### config.mk
export PLATFORM = sky130hd
export DESIGN_NAME = dltq_ctrl
export DESIGN_NICKNAME = d
export VERILOG_FILES = /design/src/rtl/dltq_pkg.sv /design/src/rtl/dltq_ctrl.sv
export SDC_FILE = /design/constraint.sdc
export NUM_CORES = 1
export LEC_CHECK = 0
export ABC_AREA = 1
export BUFFER_PORTS_ARGS = -buffer_cell sky130_fd_sc_hd__buf_2
export CAP_MARGIN = 20
export CORE_AREA = 2 2 39 41
export DETAILED_ROUTE_END_ITERATION = 6
export DIE_AREA = 0 0 41 43
export PLACE_DENSITY = 0.4
export SETUP_SLACK_MARGIN = 0.2
export SYNTH_ARGS = -nofsm -noshare
export SYNTH_HDL_FRONTEND = slang
export SYNTH_SLANG_ARGS = --single-unit
### constraint.sdc
create_clock -name clk -period 1.41 [get_ports clk]
set_clock_uncertainty 0.1 [all_clocks]
set_input_delay 0.282 -clock clk [delete_from_list [all_inputs] [get_ports clk]]
set_output_delay 0.282 -clock clk [all_outputs]
set_load 0.01 [all_outputs]
### src/rtl/dltq_pkg.sv
// ----------------------------------------------------------------------------
// Delta-list timer queue: shared package
// Sizes, operation and status codes, controller states and the command and
// status bundles that pass between the controller and the datapath.
// ----------------------------------------------------------------------------
package dltq_pkg;

    // Table size. One slot always stays empty as the end of the list.
    localparam int SLOTS   = 16;
    localparam int IDX_W   = $clog2(SLOTS);
    localparam int DELTA_W = 31;
    localparam int ID_W    = 32;
    localparam int ARG_W   = 32;

    // Operation codes carried on the func field.
    localparam logic FUNC_INSERT = 1'b0;
    localparam logic FUNC_REMOVE = 1'b1;

    // Status codes returned with each result beat.
    localparam logic STAT_ADDED     = 1'b0;
    localparam logic STAT_FULL      = 1'b1;
    localparam logic STAT_NOT_FOUND = 1'b0;
    localparam logic STAT_REMOVED   = 1'b1;

    typedef enum logic [1:0] {
        S_IDLE,
        S_WALK,
        S_REPLY
    } state_t;

    // Commands from the controller to the datapath.
    typedef struct packed {
        logic load;        // capture a new request and rewind the walk
        logic step;        // advance the walk by one slot
        logic commit_ins;  // open a gap at the walk position and write the entry
        logic commit_rem;  // close the list over the walk position
    } dp_cmd_t;

    // Status from the datapath to the controller.
    typedef struct packed {
        logic is_remove;   // the captured request is a remove
        logic reject;      // request cannot proceed (zero handler, or table full on an insert)
        logic stop;        // walk has reached its place or the end of the list
        logic hit;         // remove walk sits on a matching entry
    } dp_stat_t;

endpackage

### src/rtl/dltq_ctrl.sv
// ----------------------------------------------------------------------------
// Delta-list timer queue: controller
// Sequences one request at a time through the walk and the commit, and holds
// the result beat until the output side takes it.
// ----------------------------------------------------------------------------
module dltq_ctrl
    import dltq_pkg::*;
(
    input  logic     clk,
    input  logic     rst_n,
    input  logic     in_valid,
    output logic     in_stall,
    output logic     out_valid,
    input  logic     out_stall,
    output logic     status,
    output dp_cmd_t  cmd,
    input  dp_stat_t stat
);

    state_t state_reg;
    state_t state_next;
    logic   result_reg;
    logic   result_next;
    logic   out_valid_reg;
    logic   out_valid_next;
    logic   status_reg;
    logic   status_next;

    // State and result registers.
    always_ff @(posedge clk or negedge rst_n)
    begin
        if (!rst_n)
        begin
            state_reg     <= S_IDLE;
            out_valid_reg <= 1'b0;
        end
        else
        begin
            state_reg     <= state_next;
            out_valid_reg <= out_valid_next;
        end
    end

    always_ff @(posedge clk)
    begin
        result_reg <= result_next;
        status_reg <= status_next;
    end

    // Next state, datapath commands and the output register.
    always_comb
    begin
        state_next     = state_reg;
        result_next    = result_reg;
        out_valid_next = out_valid_reg;
        status_next    = status_reg;
        cmd            = '0;

        // A waiting beat leaves once the output side takes it.
        if (out_valid_reg && !out_stall)
        begin
            out_valid_next = 1'b0;
        end

        unique case (state_reg)
            S_IDLE:
            begin
                if (in_valid)
                begin
                    cmd.load   = 1'b1;
                    state_next = S_WALK;
                end
            end
            S_WALK:
            begin
                if (stat.reject)
                begin
                    result_next = stat.is_remove ? STAT_NOT_FOUND : STAT_FULL;
                    state_next  = S_REPLY;
                end
                else if (!stat.stop)
                begin
                    cmd.step = 1'b1;
                end
                else if (!stat.is_remove)
                begin
                    cmd.commit_ins = 1'b1;
                    result_next    = STAT_ADDED;
                    state_next     = S_REPLY;
                end
                else
                begin
                    cmd.commit_rem = stat.hit;
                    result_next    = stat.hit ? STAT_REMOVED : STAT_NOT_FOUND;
                    state_next     = S_REPLY;
                end
            end
            S_REPLY:
            begin
                if (!out_valid_reg || !out_stall)
                begin
                    out_valid_next = 1'b1;
                    status_next    = result_reg;
                    state_next     = S_IDLE;
                end
            end
            default:
            begin
                state_next = S_IDLE;
            end
        endcase
    end

    assign in_stall  = (state_reg != S_IDLE);
    assign out_valid = out_valid_reg;
    assign status    = status_reg;

    // A request is only taken while idle.
    a_load_idle: assert property (@(posedge clk) disable iff (!rst_n)
        cmd.load |-> state_reg == S_IDLE)
        else $error("request captured outside idle");

    // Every commit is followed by a reply.
    a_commit_reply: assert property (@(posedge clk) disable iff (!rst_n)
        (cmd.commit_ins || cmd.commit_rem) |=> state_reg == S_REPLY)
        else $error("commit not followed by a reply");

    // Insert and remove never commit together.
    a_one_commit: assert property (@(posedge clk) disable iff (!rst_n)
        !(cmd.commit_ins && cmd.commit_rem))
        else $error("insert and remove committed in one cycle");

endmodule

Yosys cells after proc, flatten, opt, wreduce, memory -nomap -nowiden
Cells that the tools add are included.
W data, S select, Z words.
{"block": "totals", "register_bits": 5, "input_bits": 8, "output_inout_bits": 7, "wordCells": 39}
{"block": "classes", "eq_ne": 5, "muxes": 20, "reduce_logical": 10}
{"op": "$mux W1", "n": 12}
{"op": "$mux W2", "n": 5}
{"op": "$mux W3", "n": 2}
{"op": "$pmux W2 S3", "n": 1}
{"op": "$ne A2 B2 Y1 const B", "n": 2}
{"op": "$reduce_and A2 Y1", "n": 2}
{"op": "$reduce_bool A2 Y1", "n": 2}
{"op": "$ne A3 B3 Y1 const B", "n": 1}
{"op": "$reduce_and A3 Y1", "n": 1}
{"op": "$eq A2 B1 Y1 const B", "n": 1}
{"op": "$eq A2 B2 Y1 const B", "n": 1}
{"op": "$logic_not A1 Y1", "n": 2}
{"op": "$logic_not A2 Y1", "n": 1}
{"op": "$logic_and A1 B1 Y1", "n": 1}
{"op": "$logic_or A1 B1 Y1", "n": 1}

Logic depth before layout (Yosys ltp)
Gate-level depths: netlist of the first run.
{"block": "logic_depth", "word_depth": 5, "depth_mapped": 4}

Worst setup path after synthesis of the first run
OpenSTA, ideal clock, no wires.
{"block": "synth_timing", "path_kind": "register to output", "startpoint": "reg state_reg[1]", "endpoint": "out cmd[0] (netlist name)", "arrival_time_ns": 0.719, "required_time_ns": 1.028, "setup_slack_ns": 0.309, "stages_incl_launch_ff": 4, "n_path_buf": 0, "path_cell_list": "dfrtp_1 > inv_2 > nand3_1 > nor2_1"}
{"element": "start, declared", "line_no": "dltq_ctrl.sv:20", "rtl": "state_t state_reg;"}
{"element": "start signal, assigned", "line_no": "dltq_ctrl.sv:39", "rtl": "state_reg <= state_next;"}
{"element": "end, declared", "line_no": "dltq_ctrl.sv:16", "rtl": "output dp_cmd_t cmd,"}

==> results.json, run 1 <==
{
  "antenna_found_initial": 0,
  "post_synth_fa_ha_maj_area_fraction": 0,
  "timing.critical_path.max_delay_family": "flip-flops",
  "synth_top_cell_by_area": "sky130_fd_sc_hd__dfrtp_1",
  "final_layout_size_suffix_gt1_frac": 0.5517,
  "postSynthCellCount": 34,
  "core.rowCount": 14,
  "timing.critical_path.required_ns": 1.03,
  "vias_per_cell": 3.797,
  "max-cap-violations": 0,
  "ios": 15,
  "design_area_sq_um": 445.4,
  "synthesized_area_fraction_occupied_by_and_or_nand_nor_cells": 0.3285,
  "worst_setup_path_category": "flip-flop to output port",
  "dr_total_vias": 281,
  "placed_area_sq_um": 349.1,
  "max-vdd-ir-drop_v": 0.0004892,
  "layout_worst_path_cycle_share": 1.028,
  "avgRoutedWirePerCell_microns": 8.243,
  "first_pass_grt_wire_length_microns": 910,
  "hold_viol_final": 0,
  "layout.nets": 67,
  "globalRouteTotalUtil": 0.09137,
  "timing.critical_path.arrival_ns": 1.07,
  "ant_nets": 0,
  "synth-edff-count": 2,
  "synth_area_leaders": "sky130_fd_sc_hd__dfrtp_1 (29%), sky130_fd_sc_hd__edfxtp_1 (23%), sky130_fd_sc_hd__nand2_1 (13%), sky130_fd_sc_hd__inv_1 (10%), sky130_fd_sc_hd__nor2_2 (7.2%)",
  "post-synth-top-count-cell": "sky130_fd_sc_hd__nand2_1",
  "fillerInstances": 159,
  "diodes": 0,
  "drt_iter0_markers": 0,
  "numPortBuffers": 14,
  "floorplan.die_area_sq_um": 1763,
  "numCtsBuffers": 3,
  "synthesis.area_per_instance_sq_um": 7.618,
  "worstSetupPathDepth": 4,
  "hold_path_depth": 3,
  "post_synth_mux_area_share": 0,
  "cts_tree": "done",
  "synth.top_cell.area_share": 0.2899,
  "synthToLayoutAreaGrowth_pct": 71.98,
  "syn_area_sq_um": 259.0,
  "horizontal_die_dimension_microns": 41,
  "synth_top_family_by_area": "simple AND/OR/NAND/NOR gates",
  "detail_route.first_pass.iterations": 1,
  "status": "finished with violations",
  "clock_tree.htree_level_count": 1,
  "critical_path.n_buffers_inverters": 2,
  "critPathMaxFanout": 4,
  "clock_sink_count": 5,
  "synth_flop_cell": "sky130_fd_sc_hd__dfrtp_1",
  "synth_cell_type_count": 10,
  "critical_path.endpoint_type": "output port",
  "max_freq_ghz": 0.6899,
  "synthesis.nets": 42,
  "critPathLaunchType": "flip-flop",
  "grt_pass1_vias": 231,
  "die_y_microns": 43,
  "cts-root-buf": "sky130_fd_sc_hd__clkbuf_4",
  "failing_checks": "setup timing",
  "start_util": 0.1872,
  "hold_ws_ns": 0.1613,
  "largest_register_ffs": 2,
  "grt_setup_unrepaired": "yes",
  "worstSkewPairLatency_ns": 0.25,
  "critical_path.cell_chain": "inv_2, nand3_2, nor2_1, buf_2",
  "timing.final.max_slew_violations": 0,
  "power.static_leakage_nw": 0.2638,
  "max-slew-margin-rel": 0.8955,
  "critical-path-slowest-cell": "sky130_fd_sc_hd__dfrtp_1",
  "hold_class": "primary input to flip-flop",
  "synth.yosys.warnings": 0,
  "reg2reg_depth": 5,
  "setup_viol": 4,
  "post_synth_top_cells": "sky130_fd_sc_hd__nand2_1 (9), sky130_fd_sc_hd__inv_1 (7)",
  "share_of_synthesized_flip_flops_with_an_asynchronous_set_or_reset": 0.6000,
  "hpwl_dp_microns": 455.6,
  "worst_path_largest_cell_delay_ns": 0.41,
  "seq_area_frac_synth": 0.5217,
  "finalSetupTns_ns": -0.1159,
  "synthesized_area_fraction_occupied_by_ao_oa_aoi_and_oai_cells": 0.01932,
  "final_period_demand_of_the_worst_path_ns": 1.450,
  "clock_path_buffers": 2,
  "worst-slew-pin-transition_ns": 0.1567,
  "final_ws_setup_ns": -0.03956,
  "finalWirelength_microns": 610,
  "grt_max_degree": 5,
  "globalplace.congestion": 0.7462,
  "synthXorXnorAreaFrac": 0,
  "core_region_area_sq_um": 1384,
  "path_clk_slew_ns": 0.04,
  "grt.overflow.total": 0,
  "number_of_flip_flops_and_latches_in_the_synthesized_netlist": 5,
  "residual_drc": 0,
  "powerDensity_nw_per_um2": 1602
}
-- layer usage --
metal | global-route usage | up-vias | wire (microns)
met3 | 0.07853 | 4 | 68
met4 | 0.1000 | 0 | 31
met1 | 0.09646 | 119 | 242
met5 | 0 | - | 0
met2 | 0.09688 | 11 | 267
li1 | - | 147 | -
-- path summary, 6_finish.rpt --
kind | slack [ns] | endpoint | from
max reg2reg | 0.20 | status$_DFFE_PP_ | state_reg[1]$_DFFE_PN0P_
min | 0.16 | out_valid$_DFF_PN0_ | out_stall
min reg2reg | 0.32 | status$_DFFE_PP_ | result_reg$_DFFE_PP_
max | -0.04 | cmd[1] | state_reg[1]$_DFFE_PN0P_
max in group asynchronous | 0.84 | state_reg[1]$_DFFE_PN0P_ | rst_n
min in group asynchronous | 0.26 | out_valid$_DFF_PN0_ | rst_n
-- per-stage QoR --
stage | worst slack (ns) | cells | util | power, mW
global route | -0.1030 | 74 | 0.3219 | 0.7796
global placement | 0.2118 | 64 | 0.2523 | 0.4395
detailed placement | 0.2117 | 64 | 0.2523 | 0.4403
CTS | -0.02181 | 71 | 0.2984 | 0.6632
finish | -0.03956 | 74 | 0.3219 | 0.7136
floorplan | 0.3094 | 34 | - | 0.3606
-- kinds of logic after synthesis --
logic type | count (synthesis)
and+or+nand+nor | 19
buffers and inverters | 9
DFF | 5
AOI/OAI and AO/OA | 1
-- cells in the final DEF, fill, tap and decap left out, types with 3 or more instances in the layout --
cell type                  instances
sky130_fd_sc_hd__clkbuf_4          3
sky130_fd_sc_hd__buf_2            14
sky130_fd_sc_hd__inv_2             4
sky130_fd_sc_hd__dfrtp_1           3
sky130_fd_sc_hd__inv_1             5
sky130_fd_sc_hd__nor2_1            3
sky130_fd_sc_hd__nand2_1           8
sky130_fd_sc_hd__buf_4             5
-- area by class of cell --
type | count | area [sq um] | area share
sequential | 5 | 135.1 | 0.3034
timing repair buffer | 20 | 117.6 | 0.2640
multi-input combinational | 20 | 112.6 | 0.2528
inverter | 9 | 33.78 | 0.07584
clock buffer | 4 | 26.28 | 0.05899
tap | 16 | 20.02 | 0.04494
-- tightest hold or removal path: cells and delay by family --
| kind | cells | cell delay [ns] |
|---|---|---|
| AND/OR/NAND/NOR | 2 | 0.12 |
| buffers and inverters | 1 | 0.08 |
-- what timing repair did --
item                                    4_1_cts  5_1_grt
resized for setup                             3        4
endpoints found under the setup margin        5        6
hold buffers                                  1        0
setup buffers                                 2        3
hold endpoints to repair                      3        0
pin swaps                                     2        1
-- report_power, final --
part | internal (mW) | total (mW) | switching (mW)
registers | 0.202 | 0.235 | 0.0328
clock network | 0.107 | 0.173 | 0.0653
logic | 0.145 | 0.306 | 0.161
(Power assumes the default switching activity.)
==> inputs of run 2 (changes only) <==
--- a/config.mk
+++ b/config.mk
@@ -6,13 +6,14 @@
 export NUM_CORES = 1
 export LEC_CHECK = 0
 export ABC_AREA = 1
+export ABC_CLOCK_PERIOD_IN_PS = 1410
 export BUFFER_PORTS_ARGS = -buffer_cell sky130_fd_sc_hd__buf_2
 export CAP_MARGIN = 20
 export CORE_AREA = 2 2 39 41
 export DETAILED_ROUTE_END_ITERATION = 6
 export DIE_AREA = 0 0 41 43
-export PLACE_DENSITY = 0.4
 export SETUP_SLACK_MARGIN = 0.2
+export SKIP_LAST_GASP = 1
 export SYNTH_ARGS = -nofsm -noshare
 export SYNTH_HDL_FRONTEND = slang
 export SYNTH_SLANG_ARGS = --single-unit
==> run 2 against run 1 <==
Effect of this change: the flow still finishes with violations (setup timing); non-clock buffer count down 2; worst hold slack better by 0.012 ns; power down 4.4%; via count down 2.1%; global-route usage down 1.7 points; sequential power about the same; sequential cell count unchanged; count of clock-buffer cells in the layout unchanged.
==> results.json, run 2 (synthesis results as in run 1) <==
{
  "dr_total_vias": 275,
  "grt_pass1_vias": 206,
  "cts_tree": "done",
  "globalplace.congestion": 0.6684,
  "timing.final.max_slew_violations": 0,
  "groute.layer.met3.usage": 0.03141,
  "detail_route.first_pass.iterations": 4,
  "clock_sink_count": 5,
  "horizontal_die_dimension_microns": 41,
  "final-seq-area_sq_um": 135.1,
  "power.static_leakage_nw": 0.2538,
  "timing.critical_path.required_ns": 1.03,
  "start_util": 0.1872,
  "worst_setup_path_category": "flip-flop to output port",
  "avgRoutedWirePerCell_microns": 7.444,
  "fillerInstances": 154,
  "numCtsBuffers": 3,
  "clock_tree.htree_level_count": 1,
  "final_cell_mix": "sky130_fd_sc_hd__buf_2 (14), sky130_fd_sc_hd__nand2_1 (9), sky130_fd_sc_hd__inv_1 (6)",
  "max_freq_ghz": 0.7048,
  "max-slew-margin-rel": 0.9058,
  "grt_max_degree": 5,
  "gr-usage-met1": 0.08852,
  "powerDensity_nw_per_um2": 1599,
  "worst-slew-pin-transition_ns": 0.1398,
  "residual_drc": 0,
  "core_region_area_sq_um": 1384,
  "die_y_microns": 43,
  "swShare": 0.3508,
  "status": "finished with violations",
  "postLayoutCoreUtil": 0.3083,
  "max-vdd-ir-drop_v": 0.0004289,
  "timing.critical_path.arrival_ns": 1.04,
  "hpwl_dp_microns": 411.7,
  "critical_path.endpoint_type": "output port",
  "numPortBuffers": 14,
  "vias_per_cell": 3.819,
  "layout_worst_path_cycle_share": 1.006,
  "power.share.clock": 0.237,
  "layout.nets": 65,
  "antenna_found_initial": 0,
  "place.detailed.instances": 64,
  "switchingPower_mw": 0.2393,
  "hold_class": "primary input to flip-flop",
  "finalWirelength_microns": 536,
  "diodes": 0,
  "final_period_demand_of_the_worst_path_ns": 1.419,
  "max-cap-violations": 0,
  "globalRouteTotalUtil": 0.07475,
  "synthToLayoutAreaGrowth_pct": 64.73,
  "leading_cell_type_in_the_layout_fill_and_taps_excluded": "sky130_fd_sc_hd__buf_2",
  "path_clk_slew_ns": 0.04,
  "globalRoute.busiestLayer": "met4",
  "multiInputGateArea_sq_um": 105.1,
  "cts-root-buf": "sky130_fd_sc_hd__clkbuf_4",
  "stdcell_count": 72,
  "final_ws_setup_ns": -0.008795,
  "largest_register_ffs": 2,
  "failing_checks": "setup timing",
  "grt.overflow.total": 0,
  "clock_path_buffers": 2,
  "critPathLaunchType": "flip-flop",
  "first_pass_grt_wire_length_microns": 765,
  "critPathMaxFanout": 4,
  "p_seq_frac": 0.342,
  "core.rowCount": 14,
  "worstSkewPairLatency_ns": 0.24,
  "internal_power_mw": 0.4429,
  "final_layout_size_suffix_gt1_frac": 0.4821,
  "setup_viol": 1,
  "ant_nets": 0,
  "grt_setup_unrepaired": "yes",
  "comb_power_share": 0.422,
  "hold_viol_final": 0,
  "grt.met2_usage": 0.07188,
  "drt_iter0_markers": 4,
  "ios": 15,
  "floorplan.die_area_sq_um": 1763
}
## run 2: power groups by stage
stage | clock network (mW) | logic, mW | registers, mW
5_1_grt | 0.184 | 0.319 | 0.240
3_5_place_dp | 0 | 0.207 | 0.232
3_3_place_gp | 0 | 0.205 | 0.229
2_1_floorplan | 0 | 0.121 | 0.240
6_report | 0.162 | 0.288 | 0.233
4_1_cts | 0.172 | 0.242 | 0.231
## run 2: repair_timing
item	CTS	global route
setup buffers	2	1
resized for setup	1	4
endpoints found under the setup margin	5	6
hold buffers	1	0
pin swaps	3	2
hold endpoints to repair	3	0
## run 2: final timing paths
| check | start | end | slack (ns) | cells after the start |
|---|---|---|---|---|
| worst max-delay path | state_reg[1]$_DFFE_PN0P_ | cmd[0] | -0.009 | 4 |
| worst min-delay path | out_stall | out_valid$_DFF_PN0_ | 0.17 | 3 |
| worst max register to register | state_reg[1]$_DFFE_PN0P_ | status$_DFFE_PP_ | 0.07 | 6 |
| worst min register to register | result_reg$_DFFE_PP_ | status$_DFFE_PP_ | 0.31 | 0 |
| max in group asynchronous | rst_n | state_reg[1]$_DFFE_PN0P_ | 0.83 | 2 |
| min in group asynchronous | rst_n | out_valid$_DFF_PN0_ | 0.27 | 2 |
## run 2: layout make-up
class,count,share of cell area
Sequential cell,5,0.3167
Timing Repair Buffer,18,0.2493
Tap cell,16,0.04692
Clock buffer,4,0.06158
Inverter,9,0.07918
Multi-Input combinational cell,20,0.2463
## run 2: metal layers
metal / vias to the layer above / share of wire / wire length [microns]
met4: 0 / 0.026 / 14
li1: 143 / - / -
met5: - / 0 / 0
met3: 2 / 0.12 / 63
met2: 19 / 0.40 / 217
met1: 111 / 0.45 / 240
## run 2: stage by stage
| stage | power, mW | hold WS [ns] | instance area, sq um | setup TNS (ns) | worst slack [ns] |
|---|---|---|---|---|---|
| global placement | 0.4345 | -0.01674 | 349.1 | 0 | 0.2244 |
| floorplan | 0.3606 | -0.1136 | 259.0 | 0 | 0.3094 |
| detailed placement | 0.4396 | -0.01806 | 349.1 | 0 | 0.2216 |
| CTS | 0.6454 | 0.1721 | 405.4 | -0.02881 | -0.01963 |
| finish | 0.6822 | 0.1731 | 426.7 | -0.008795 | -0.008795 |
| global route | 0.7433 | 0.1821 | 426.7 | -0.3696 | -0.09749 |
## run 2: critical path, cell delays in order (launching register included)
cell and delay [ns]:
sky130_fd_sc_hd__dfrtp_1 0.41, sky130_fd_sc_hd__inv_2 0.10, sky130_fd_sc_hd__nand3_2 0.07, sky130_fd_sc_hd__nor2_1 0.09, sky130_fd_sc_hd__buf_2 0.13
